## src/sv/tds_pkg.sv

```systemverilog
// ----------------------------------------------------------------------------
// Tridiagonal solver package
// Shared types, state encodings and default constants of the solver.
// ----------------------------------------------------------------------------
package tds_pkg;

    localparam int MAX_ROWS_DEF  = 16;
    localparam int FRAC_BITS_DEF = 16;

    // Row count after reset.
    localparam logic [4:0] ROWS_RESET = 5'd4;

    // Controller states.
    typedef enum logic [4:0] {
        S_LOAD,
        S_INIT_RD,
        S_INIT_TAKE,
        S_F_RD,
        S_F_DIV,
        S_F_WAIT,
        S_F_MUL_D,
        S_F_MUL_R,
        S_F_WB,
        S_LAST_DIV,
        S_LAST_WAIT,
        S_LAST_WB,
        S_B_RD,
        S_B_MUL,
        S_B_SUB,
        S_B_DIV,
        S_B_WAIT,
        S_B_WB,
        S_O_RD,
        S_O_LOAD,
        S_O_SEND
    } t_state;

    // Datapath operations, one per cycle.
    typedef enum logic [3:0] {
        OP_NONE,
        OP_LOAD_ROW,
        OP_TAKE_PREV,
        OP_DIV_FWD,
        OP_MUL_DIAG,
        OP_MUL_RHS,
        OP_FWD_WB,
        OP_DIV_LAST,
        OP_ANS_WB,
        OP_MUL_BACK,
        OP_SUB_BACK,
        OP_DIV_BACK,
        OP_OUT_LOAD
    } t_op;

    // Command from the controller to the datapath.
    typedef struct packed {
        t_op  op;
        logic clr_flag;
        logic last;
    } t_cmd;

endpackage

```

## src/sv/tds_ctrl.sv

```systemverilog
// ----------------------------------------------------------------------------
// Tridiagonal solver controller
// Sequences row loading, forward elimination, back substitution and the
// delivery of solution values; holds the row-count register.
// ----------------------------------------------------------------------------
module tds_ctrl #(
    parameter int MAX_ROWS = tds_pkg::MAX_ROWS_DEF
) (
    input  logic                        i_clk,
    input  logic                        i_rst_n,
    input  logic                        i_cfg_we,
    input  logic [4:0]                  i_cfg_data,
    input  logic                        i_in_valid,
    output logic                        o_in_ready,
    output logic                        o_out_valid,
    input  logic                        i_out_ready,
    input  logic                        i_div_done,
    output tds_pkg::t_cmd               o_cmd,
    output logic [$clog2(MAX_ROWS)-1:0] o_addr
);

    localparam int AW = $clog2(MAX_ROWS);
    localparam int CW = $clog2(MAX_ROWS + 1);
    localparam int EW = (CW > 5) ? CW : 5;

    tds_pkg::t_state r_state, n_state;
    logic [CW-1:0]   r_idx, n_idx;
    logic [CW-1:0]   r_loaded, n_loaded;
    logic [4:0]      r_rows;
    logic [EW-1:0]   rows_ext;
    logic [CW-1:0]   rows_eff;
    logic [CW-1:0]   idx_inc;

    // Effective row count: zero acts as one, large values clamp.
    always_comb begin
        rows_ext = EW'(r_rows);
        if (rows_ext == '0) begin
            rows_ext = EW'(1);
        end else if (rows_ext > EW'(MAX_ROWS)) begin
            rows_ext = EW'(MAX_ROWS);
        end
        rows_eff = CW'(rows_ext);
    end

    assign idx_inc = r_idx + CW'(1);

    // State and counter registers.
    always_ff @(posedge i_clk) begin
        if (!i_rst_n) begin
            r_state  <= tds_pkg::S_LOAD;
            r_idx    <= '0;
            r_loaded <= '0;
            r_rows   <= tds_pkg::ROWS_RESET;
        end else begin
            r_state  <= n_state;
            r_idx    <= n_idx;
            r_loaded <= n_loaded;
            if (i_cfg_we) begin
                r_rows <= i_cfg_data;
            end
        end
    end

    // Next state and datapath commands.
    always_comb begin
        n_state        = r_state;
        n_idx          = r_idx;
        n_loaded       = r_loaded;
        o_cmd.op       = tds_pkg::OP_NONE;
        o_cmd.clr_flag = 1'b0;
        o_cmd.last     = 1'b0;
        o_addr         = r_idx[AW-1:0];
        o_in_ready     = 1'b0;
        o_out_valid    = 1'b0;
        case (r_state)
            tds_pkg::S_LOAD: begin
                o_in_ready = 1'b1;
                o_addr     = r_loaded[AW-1:0];
                if (i_in_valid) begin
                    o_cmd.op       = tds_pkg::OP_LOAD_ROW;
                    o_cmd.clr_flag = (r_loaded == '0);
                    if (r_loaded + CW'(1) == rows_eff) begin
                        n_loaded = '0;
                        n_idx    = '0;
                        n_state  = tds_pkg::S_INIT_RD;
                    end else begin
                        n_loaded = r_loaded + CW'(1);
                    end
                end
            end
            tds_pkg::S_INIT_RD: begin
                n_state = tds_pkg::S_INIT_TAKE;
            end
            tds_pkg::S_INIT_TAKE: begin
                o_cmd.op = tds_pkg::OP_TAKE_PREV;
                n_idx    = CW'(1);
                n_state  = (rows_eff == CW'(1)) ? tds_pkg::S_LAST_DIV : tds_pkg::S_F_RD;
            end
            tds_pkg::S_F_RD: begin
                n_state = tds_pkg::S_F_DIV;
            end
            tds_pkg::S_F_DIV: begin
                o_cmd.op = tds_pkg::OP_DIV_FWD;
                n_state  = tds_pkg::S_F_WAIT;
            end
            tds_pkg::S_F_WAIT: begin
                if (i_div_done) begin
                    n_state = tds_pkg::S_F_MUL_D;
                end
            end
            tds_pkg::S_F_MUL_D: begin
                o_cmd.op = tds_pkg::OP_MUL_DIAG;
                n_state  = tds_pkg::S_F_MUL_R;
            end
            tds_pkg::S_F_MUL_R: begin
                o_cmd.op = tds_pkg::OP_MUL_RHS;
                n_state  = tds_pkg::S_F_WB;
            end
            tds_pkg::S_F_WB: begin
                o_cmd.op = tds_pkg::OP_FWD_WB;
                n_idx    = idx_inc;
                n_state  = (idx_inc == rows_eff) ? tds_pkg::S_LAST_DIV : tds_pkg::S_F_RD;
            end
            tds_pkg::S_LAST_DIV: begin
                o_cmd.op = tds_pkg::OP_DIV_LAST;
                n_idx    = rows_eff - CW'(1);
                n_state  = tds_pkg::S_LAST_WAIT;
            end
            tds_pkg::S_LAST_WAIT: begin
                if (i_div_done) begin
                    n_state = tds_pkg::S_LAST_WB;
                end
            end
            tds_pkg::S_LAST_WB, tds_pkg::S_B_WB: begin
                o_cmd.op = tds_pkg::OP_ANS_WB;
                if (r_idx == '0) begin
                    n_state = tds_pkg::S_O_RD;
                end else begin
                    n_idx   = r_idx - CW'(1);
                    n_state = tds_pkg::S_B_RD;
                end
            end
            tds_pkg::S_B_RD: begin
                n_state = tds_pkg::S_B_MUL;
            end
            tds_pkg::S_B_MUL: begin
                o_cmd.op = tds_pkg::OP_MUL_BACK;
                n_state  = tds_pkg::S_B_SUB;
            end
            tds_pkg::S_B_SUB: begin
                o_cmd.op = tds_pkg::OP_SUB_BACK;
                n_state  = tds_pkg::S_B_DIV;
            end
            tds_pkg::S_B_DIV: begin
                o_cmd.op = tds_pkg::OP_DIV_BACK;
                n_state  = tds_pkg::S_B_WAIT;
            end
            tds_pkg::S_B_WAIT: begin
                if (i_div_done) begin
                    n_state = tds_pkg::S_B_WB;
                end
            end
            tds_pkg::S_O_RD: begin
                n_state = tds_pkg::S_O_LOAD;
            end
            tds_pkg::S_O_LOAD: begin
                o_cmd.op   = tds_pkg::OP_OUT_LOAD;
                o_cmd.last = (idx_inc == rows_eff);
                n_state    = tds_pkg::S_O_SEND;
            end
            tds_pkg::S_O_SEND: begin
                o_out_valid = 1'b1;
                if (i_out_ready) begin
                    if (idx_inc == rows_eff) begin
                        n_idx   = '0;
                        n_state = tds_pkg::S_LOAD;
                    end else begin
                        n_idx   = idx_inc;
                        n_state = tds_pkg::S_O_RD;
                    end
                end
            end
            default: begin
                n_state = tds_pkg::S_LOAD;
            end
        endcase
        // A configuration write discards a partly loaded system.
        if (i_cfg_we) begin
            n_loaded       = '0;
            o_cmd.clr_flag = 1'b1;
        end
    end

endmodule

```

## config.mk

```make
export PLATFORM = sky130hd
export DESIGN_NAME = tds_ctrl
export DESIGN_NICKNAME = d
export VERILOG_FILES = /design/src/sv/tds_pkg.sv /design/src/sv/tds_ctrl.sv
export SDC_FILE = /design/constraint.sdc
export NUM_CORES = 1
export LEC_CHECK = 0
export BUFFER_PORTS_ARGS = -buffer_cell sky130_fd_sc_hd__buf_2
export CORE_AREA = 5 5 115 90
export DETAILED_ROUTE_END_ITERATION = 6
export DIE_AREA = 0 0 120 95
export GPL_TIMING_DRIVEN = 0
export PLACE_DENSITY = 0.38
export SYNTH_ARGS = -nofsm -noshare
export SYNTH_HDL_FRONTEND = slang
export SYNTH_SLANG_ARGS = --single-unit
```

## constraint.sdc

```tcl
create_clock -name i_clk -period 4.55 [get_ports i_clk]
set_input_delay 0.2275 -clock i_clk [delete_from_list [all_inputs] [get_ports i_clk]]
set_output_delay 0.2275 -clock i_clk [all_outputs]
set_load 0.005 [all_outputs]
```

==> metrics.txt, run 1 <==
total wire length 7.69 mm; total grt overflow 0; Die W 120 um; largest family of logic cells by synthesized area compound AO/OA/AOI/OAI gates; die area 11400 um2; crit share post-route 61.4%; r2r endpoint r_idx[3]; CP max stage cell o21ai_0; # nets final 351; Primary FF master, synth dfxtp_1; Setup Skew 0.00211 ns; mux contribution to synthesized area 2.27%; Reg2Reg Depth 10; register area 400 um2; VDD IR-drop max 0.176 mV; via count 2437; Sum Neg Setup Slack 0 ns; f_max 0.358 GHz; synth top area cells dfxtp_1 18%, o21ai_0 5.9%, a21oi_1 5.4%; Syn Nets 326; clock-pin slew on the worst setup and hold paths 0.06 ns; final setup violation count 0; cell taking the most area after synthesis dfxtp_1; Final Hold Viols 0; Hold Crit Class in -> reg; vias in the first global route 2150; post-synthesis compound-gate area fraction 33.5%; xor and xnor area share after synthesis 5.39%; antenna-violating nets left 0; WHS Path Cells 3; Post-Syn Area 2200 um2; CTS tree done; Worst Path Arrival 2.90 ns; Critical Path End Type flip-flop; adder-cell area share of the yosys netlist 4.43%; Final Cell Area 2520 um2; Critical R2R Launch r_idx[0]; hold_ws 0.184 ns; fin util 27.2%; Vias/cell 5.46; Hold Crit Endpoint r_rows[2]; per-cell routed wire length 17.2 um; Static Leak 0.950 nW; setup bufs post-CTS 0; minimum clock period 2.79 ns; RD Place Congestion 0.884; HPWL Detailed 6.04 mm; Power Total 0.000989 W; number of synthesized flops with an enable pin 0; Core ar. 9270 um2; area of the multi-input gates 1630 um2; clk_lat worst skew 0.25 ns; Synth Area per Inst 7.16 um2; height of the die 95 um; maximum fanout along the worst path 9; CP Class reg -> reg; Area growth, synth to finish 14.5%; HP Start i_cfg_data[2]; Placed Area 2450 um2; most numerous cell in the Yosys netlist o21ai_0; CTS root buffer clkbuf_16; Post-CTS Hold Fix Bufs 0; Cell variety after synth 65; post-synthesis simple-gate area fraction 28.3%; Post-synth ARST share 0%; Post-CTS Resized 0; CTS buffer count 3; clock sinks 20; CP max stage delay 0.44 ns; Max Cap Viol 0; cells after synthesis 308; Worst slew margin 55.8%; Initial Utilization 23.8%; antenna diode count 0; H-tree levels 1; status completed; layout cells sized above 1 13.3%; RSZ-0062 raised after global routing false; Port Buffers 20; top cells by count, synth 26 x o21ai_0, 24 x a21oi_1, 23 x nor2_1; CP Launch Type flip-flop; filler cell count in the final layout 1015; Final Max Slew Viols 0; DR iter-0 viols 310; CP cell instances buf_2 -> inv_1 -> ha_1 -> or4b_2 -> clkbuf_1 -> nand3_1 -> a21oi_1 -> o22ai_1 -> o21ai_0 -> o221ai_1; largest net degree at the start of global routing 11; first-pass GRT wire length 12.4 mm; antenna violations before repair 0; Tightest Pin Transition 0.664 ns; Pwr Density 392 nW/um2; clk buf depth 2; R2R setup slack 1.76 ns; DR DRC count 0; Synthesis Warnings 0; Req. time, crit path 4.65 ns; sequential share of the synthesized area 18.2%; Pre-antenna DRT Iters 6; FF+latch count, synth 20; Yosys top cell area share 18.2%; gr usage total 13.8%; I/O Pins 23; # rows 31
[layout by cell type, fill, tap and decap left out, types with 3 or more instances in the layout]
cell	n
a211oi_1	4
a21o_1	3
a21oi_1	24
a221oi_1	6
a31oi_1	6
a32oi_1	3
and2_1	3
and3_1	3
buf_2	24
clkbuf_1	18
clkbuf_16	3
dfxtp_1	20
ha_1	7
inv_1	19
mux2i_1	5
nand2_1	22
nand2b_1	8
nand3_1	11
nor2_1	23
nor2b_1	7
nor3_1	9
nor3b_1	3
o21ai_0	26
o221ai_1	3
o22ai_1	4
or2_2	3
or3_1	4
or4_1	3
xnor2_1	6
xor2_1	5
[critical path: cells and delay by family (launching register included)]
kind	cells	cell delay [ns]
adders and majority gates	1	0.26
buffers and inverters	3	0.66
and+or+nand+nor	2	0.33
DFF	1	0.33
AOI/OAI and AO/OA	4	1.06
[flip-flops by register name, indices dropped and copies added (netlist names)]
name	flops
r_idx	5
r_loaded	5
r_rows	5
r_state	5
[logic make-up (layout without fill, tap and decap cells)]
family,after synthesis,count (layout)
simple gates,115,115
flops,20,20
compound gates,105,105
fa+ha+maj,8,8
buf+inv,43,66
mux,5,5
xor+xnor,12,12
[through the flow]
| step | cells | setup WS (ns) |
|---|---|---|
| after floorplan | 308 | 2.26 |
| after global placement | 443 | 1.83 |
| after detailed placement | 443 | 1.86 |
| after CTS | 446 | 1.83 |
| after global routing | 446 | 1.62 |
| final | 446 | 1.76 |
[area by class of cell]
class                           instances  share of cell area [%]
Tap cell                              115                    5.70
Multi-Input combinational cell        245                    64.6
Inverter                               19                    2.83
Sequential cell                        20                    15.9
Clock buffer                            3                    2.97
Buffer                                 24                    4.07
Timing Repair Buffer                   20                    3.97
[per-layer routing]
metal | vias to the layer above | share of wire (%) | GRT usage, %
li1 | 1192 | - | -
met1 | 1129 | 54 | 22.6
met2 | 108 | 38 | 17.8
met3 | 8 | 7.2 | 2.87
met4 | 0 | 0.91 | 2.29
met5 | - | 0 | 0
[how the worst max path moves through the flow]
stage	startpoint	slack, ns	cells past startpoint	end
4_1_cts	r_idx[0]	1.83	10	r_idx[3]
3_3_place_gp	r_idx[0]	1.83	10	r_idx[3]
5_1_grt	r_idx[0]	1.62	10	r_idx[3]
3_5_place_dp	r_idx[0]	1.86	10	r_idx[3]
2_1_floorplan	r_idx[0]	2.26	10	r_idx[3]
6_report	r_idx[0]	1.76	10	r_idx[3]
[power breakdown]
part	switching, W	internal [W]	leakage, nW
Clock	0.0000674	0.000116	0.0370
Combinational	0.000377	0.000214	0.750
Sequential	0.0000208	0.000194	0.163
Total	0.000466	0.000524	0.950
No activity file was read; power rests on OpenSTA's default activity.
==> run 2: changes to the inputs <==
Settings changed: ABC_AREA from default to 1, CORE_AREA 5 5 115 90 to 5 5 110 86, DIE_AREA 0 0 120 95 to 0 0 115 91.
Clock period 4.55 ns to 2.85 ns, I/O delays scaled along.
==> run 2 against run 1 <==
Against the previous run: sequential power up 37%; flip-flop and latch count unchanged; sequential share of layout area up 1.5 points; count of clock-buffer cells in the layout unchanged; critical path type is now reg -> out; utilization up 0.59 points; critical endpoint is now o_cmd[0]; register-to-register slack worse by 1.0 ns; synthesized cell count up 2.9%.
==> metrics.txt, run 2 <==
status completed; CP Class reg -> out; Final Hold Viols 0; filler cell count in the final layout 966; vias in the first global route 2026; most frequent cells in the layout 73 x nand2_1, 40 x inv_1, 30 x nand3_1, 26 x a21oi_1, 25 x nor2_1; clock-pin slew on the worst setup and hold paths 0.08 ns; clock sinks 20; Cell variety after synth 41; CP Launch Type flip-flop; clk_lat worst skew 0.26 ns; M1 wire length 3.61 mm; RSZ-0062 raised after global routing false; Syn Nets 335; minimum clock period 2.24 ns; antenna diode count 0; Most Frequent Cell on Critical Path nand2_1; per-cell routed wire length 14.3 um; f_max 0.446 GHz; number of synthesized flops with an enable pin 0; Final Max Slew Viols 0; total wire length 6.43 mm; Post-CTS Hold Fix Bufs 0; CTS root buffer clkbuf_8; I/O Pins 23; setup bufs post-CTS 0; Critical Path End Type primary output; layout cells sized above 1 21.1%; # rows 29; HPWL Detailed 5.33 mm; Pwr Density 272 nW/um2; crit share post-route 78.6%; CP max stage delay 0.52 ns; H-tree levels 1; R2R setup slack 0.73 ns; Yosys top cell area share 19.9%; final setup violation count 0; Power Total 0.000626 W; cells after synthesis 317; Post-Syn Area 2010 um2; maximum fanout along the worst path 6; antenna-violating nets left 0; Top delay family on crit path simple AND/OR/NAND/NOR gates; Initial Utilization 24.3%; Core ar. 8270 um2; Die W 115 um; commonest non-fill, non-tap cell in the layout nand2_1; largest net degree at the start of global routing 11; Met3 Wirelength 269 um; CP cell instances ha_1 -> nand3_1 -> nand2_1 -> nand2_1 -> nand2_1 -> nand2_1 -> nor2_1 -> nand3_2 -> nor2_1 -> buf_2; Placed Area 2260 um2; Primary FF master, synth dfxtp_1; top layer in use met4; Hold Crit Class in -> reg; antenna violations before repair 0; Sum Neg Setup Slack 0 ns; Post-CTS Resized 0; top cells by count, synth 73 x nand2_1, 40 x inv_1, 30 x nand3_1; sequential share of the synthesized area 19.9%; gr usage total 13.0%; height of the die 91 um; CTS tree done; Final Cell Area 2300 um2; clk buf depth 2; Post-synth ARST share 0%; Max Cap Viol 0; CTS buffer count 3; synth top area cells dfxtp_1 20%, nand2_1 14%, inv_1 7.5%; Worst Path Arrival 2.10 ns; Synth Area per Inst 6.35 um2; Area growth, synth to finish 14.2%; VDD IR-drop max 0.146 mV; Vias/cell 4.72; Pre-antenna DRT Iters 4; crit path buf inv count 1; CP max stage cell dfxtp_1; Synthesis Warnings 0; DR DRC count 0; Static Leak 1.03 nW; RD Place Congestion 0.806; via count 2122; most numerous cell in the Yosys netlist nand2_1; Worst slew margin 70.9%; Setup Skew 0.00171 ns; total grt overflow 0; first-pass GRT wire length 10.8 mm; die area 10500 um2; Req. time, crit path 2.71 ns; cell taking the most area after synthesis dfxtp_1; Port Buffers 22; FF+latch count, synth 20; metal2 WL 2.51 mm; # nets final 362; DR iter-0 viols 118; Tightest Pin Transition 0.436 ns
==> run 2: cell types whose count changed after synthesis, moves of 6 or more <==
cell,previous run,this run
a31oi_1,6,0
clkbuf_1,18,0
inv_1,19,40
nand2_1,22,73
nand2_2,0,10
nand2b_1,8,0
nand3_1,11,30
nand3_2,0,6
nand4_1,2,13
nor2b_1,7,0
nor3_1,9,2
o21ai_0,26,15
xnor2_1,6,0
==> run 2: through the flow <==
step	setup WS, ns	utilization [%]	std cells	hold WS [ns]
final	0.609	27.8	450	0.0893
after CTS	0.600	27.8	450	0.0856
after detailed placement	0.771	27.3	447	0.367
after global routing	0.396	27.8	450	0.0943
after floorplan	1.17	-	317	0.254
after global placement	0.774	27.3	447	0.361
==> run 2: metal layers <==
layer	global-route usage, %	up-vias
met5	0	-
met3	2.46	4
li1	-	1109
met4	2.44	0
met1	20.8	971
met2	17.6	38
==> run 2: power breakdown <==
part           switching, W  internal [W]  total, W
combinational     0.0000867     0.0000440  0.000131
sequential       0.00000875      0.000286  0.000294
clock              0.000107     0.0000946  0.000201
==> run 2: worst min-delay path, cell delays in order <==
cell     delay (ns)
buf_2          0.08
a21oi_1        0.05
o21ai_0        0.06
==> run 2: final cells by class <==
class | instances | area (um2) | share of cell area (%)
well taps | 108 | 135 | 5.87
multi-input cells | 245 | 1380 | 60.1
plain buffers | 5 | 47.5 | 2.07
flip-flops and latches | 20 | 400 | 17.4
repair buffers | 22 | 110 | 4.79
clock buffers | 3 | 41.3 | 1.79
inverters | 47 | 183 | 7.94
==> run 2: worst paths after layout <==
kind | start | to | cells after the start
setup reg to reg | r_idx[1] | r_state[1] | 12
setup / recovery | r_idx[1] | o_cmd[0] | 10
hold reg to reg | r_loaded[4] | r_loaded[4] | 2
hold / removal | i_cfg_data[2] | r_rows[2] | 3
==> run 2: cell families (layout without fill, tap and decap cells) <==
logic type,after synthesis,in the layout,share of synthesized area [%]
adders and majority gates,7,7,4.35
xor gates and xnor gates,4,4,1.74
buffers and inverters,52,77,11.4
and+or+nand+nor,176,176,44.9
AOI/OAI and AO/OA,58,58,17.7
DFF,20,20,19.9
==> run 3: changes to the inputs <==
Settings changed: ABC_AREA 1 to 0, CORE_AREA 5 5 110 86 to 5 5 115 90, DIE_AREA 0 0 115 91 to 0 0 120 95.
Clock period 2.85 ns to 2.3 ns, I/O delays scaled along.
==> run 3 against run 2 <==
Against the previous run: the run now ends with setup timing left; cell area is 21% higher; wire length increased by 23%; final cell count up 0.22%; total power rose to 3.4 times the previous value; non-clock buffer count grew 22; utilization grew 2.1 points; first-iteration DRC count rose to 2.7 times the previous value; sequential share of layout area is 2.5 points lower; worst hold slack got worse by 0.018 ns; critical endpoint is now r_idx[3].
==> metrics.txt, run 3 (synthesis results as in run 1) <==
CP Class reg -> reg; Placed Area 2450 um2; Power Total 0.00215 W; Req. time, crit path 2.42 ns; register area 413 um2; filler cell count in the final layout 993; commonest non-fill, non-tap cell in the layout o21ai_0; Hold Crit Class in -> reg; R2R setup slack -0.005 ns; total wire length 7.94 mm; clk buf depth 2; DR DRC count 0; first-pass GRT wire length 12.5 mm; CTS root buffer clkbuf_16; total grt overflow 0; antenna-violating nets left 0; largest net degree at the start of global routing 12; H-tree levels 1; Final Max Slew Viols 0; Pwr Density 773 nW/um2; Vias/cell 5.50; Worst Path Arrival 2.43 ns; Final Hold Viols 0; Initial Utilization 23.8%; Port Buffers 20; crit share post-route 100%; CTS buffer count 3; via count 2480; per-cell routed wire length 17.6 um; Sum Neg Setup Slack -0.00546 ns; failing checks setup timing; fin worst setup slack -0.00546 ns; status finished, violations left; RSZ-0062 raised after global routing true; Tightest Pin Transition 0.579 ns; f_max 0.434 GHz; vias in the first global route 2180; Pre-antenna DRT Iters 5; final setup violation count 1; antenna violations before repair 0; Critical Path End Type flip-flop; Area growth, synth to finish 25.8%; Max Cap Viol 0; layout cells sized above 1 28.3%; CP Launch Type flip-flop; most frequent cells in the layout 23 x o21ai_0, 22 x nor2_1, 21 x a21oi_1, 21 x buf_2, 20 x nand2_1; clock sinks 20; DR iter-0 viols 324; height of the die 95 um; Worst slew margin 61.4%; HPWL Detailed 6.04 mm; maximum fanout along the worst path 6; Final Cell Area 2770 um2; clk_lat worst skew 0.25 ns; worst slack, placed -0.387 ns; Setup Skew 0.00174 ns; I/O Pins 23; Post-CTS Hold Fix Bufs 0; Static Leak 1.04 nW; # nets final 356; RD Place Congestion 0.884; fin util 29.9%; # rows 31; minimum clock period 2.31 ns; area of the multi-input gates 1790 um2; gr usage total 13.9%; CTS tree done; clock-pin slew on the worst setup and hold paths 0.06 ns; VDD IR-drop max 0.364 mV; Core ar. 9270 um2; antenna diode count 0; Die W 120 um; die area 11400 um2
==> run 3: changes by cell type in the layout (fill, tap and decap cells not counted), sizes merged, moves of 7 or more <==
cell / change
nand2: -64
buf: +9
nand2b: +8
clkbuf: +14
nand3: -26
nor2b: +7
nand4: -12
inv: -26
a31oi: +7
nor2: -10
==> run 3: worst max-delay path, stage by stage, from the launching register on <==
cell	delay, ns
dfxtp_4	0.34
or4_4	0.57
a2111o_1	0.41
o211a_1	0.12
a22o_1	0.22
buf_6	0.15
a211oi_1	0.22
o221ai_1	0.14
==> run 3: power breakdown <==
group / internal [W] / total, W / switching, W
logic: 0.000544 / 0.00135 / 0.000811
clock network: 0.000230 / 0.000363 / 0.000133
registers: 0.000384 / 0.000428 / 0.0000432
==> run 3: cell type report <==
cell class	count	area share, %
Multi-Input combinational cell	245	64.6
Sequential cell	20	14.9
Timing Repair Buffer	29	6.04
Tap cell	115	5.19
Buffer	20	3.97
Clock buffer	3	2.71
Inverter	19	2.57
==> run 3: final timing paths <==
path	startpoint	end	cells after the start
worst max register to register	r_rows[3]	r_idx[3]	7
worst min-delay path	i_cfg_data[2]	r_rows[2]	3
worst min register to register	r_loaded[0]	r_loaded[0]	2
worst max-delay path	r_rows[3]	r_idx[3]	7
==> run 3: what timing repair did <==
action	CTS	global route
cloned	0	1
setup buffers	3	5
pin swaps	7	9
gates resized for setup	23	48
setup endpoints to repair	22	20
==> run 3: through the flow <==
step           std cells  hold WS (ns)
3_5_place_dp         443         0.335
5_1_grt              451        0.0805
4_1_cts              446        0.0702
6_report             451        0.0716
2_1_floorplan        308         0.244
3_3_place_gp         443         0.332
==> run 3: per-layer routing <==
layer  vias to the layer above  global-route usage (%)  part of all wire [%]
met5                         -                       0                     0
met4                         0                    2.38                  0.88
met3                         8                    2.87                   6.3
met2                        95                    18.1                    38
met1                      1166                    22.7                    55
li1                       1211                       -                     -
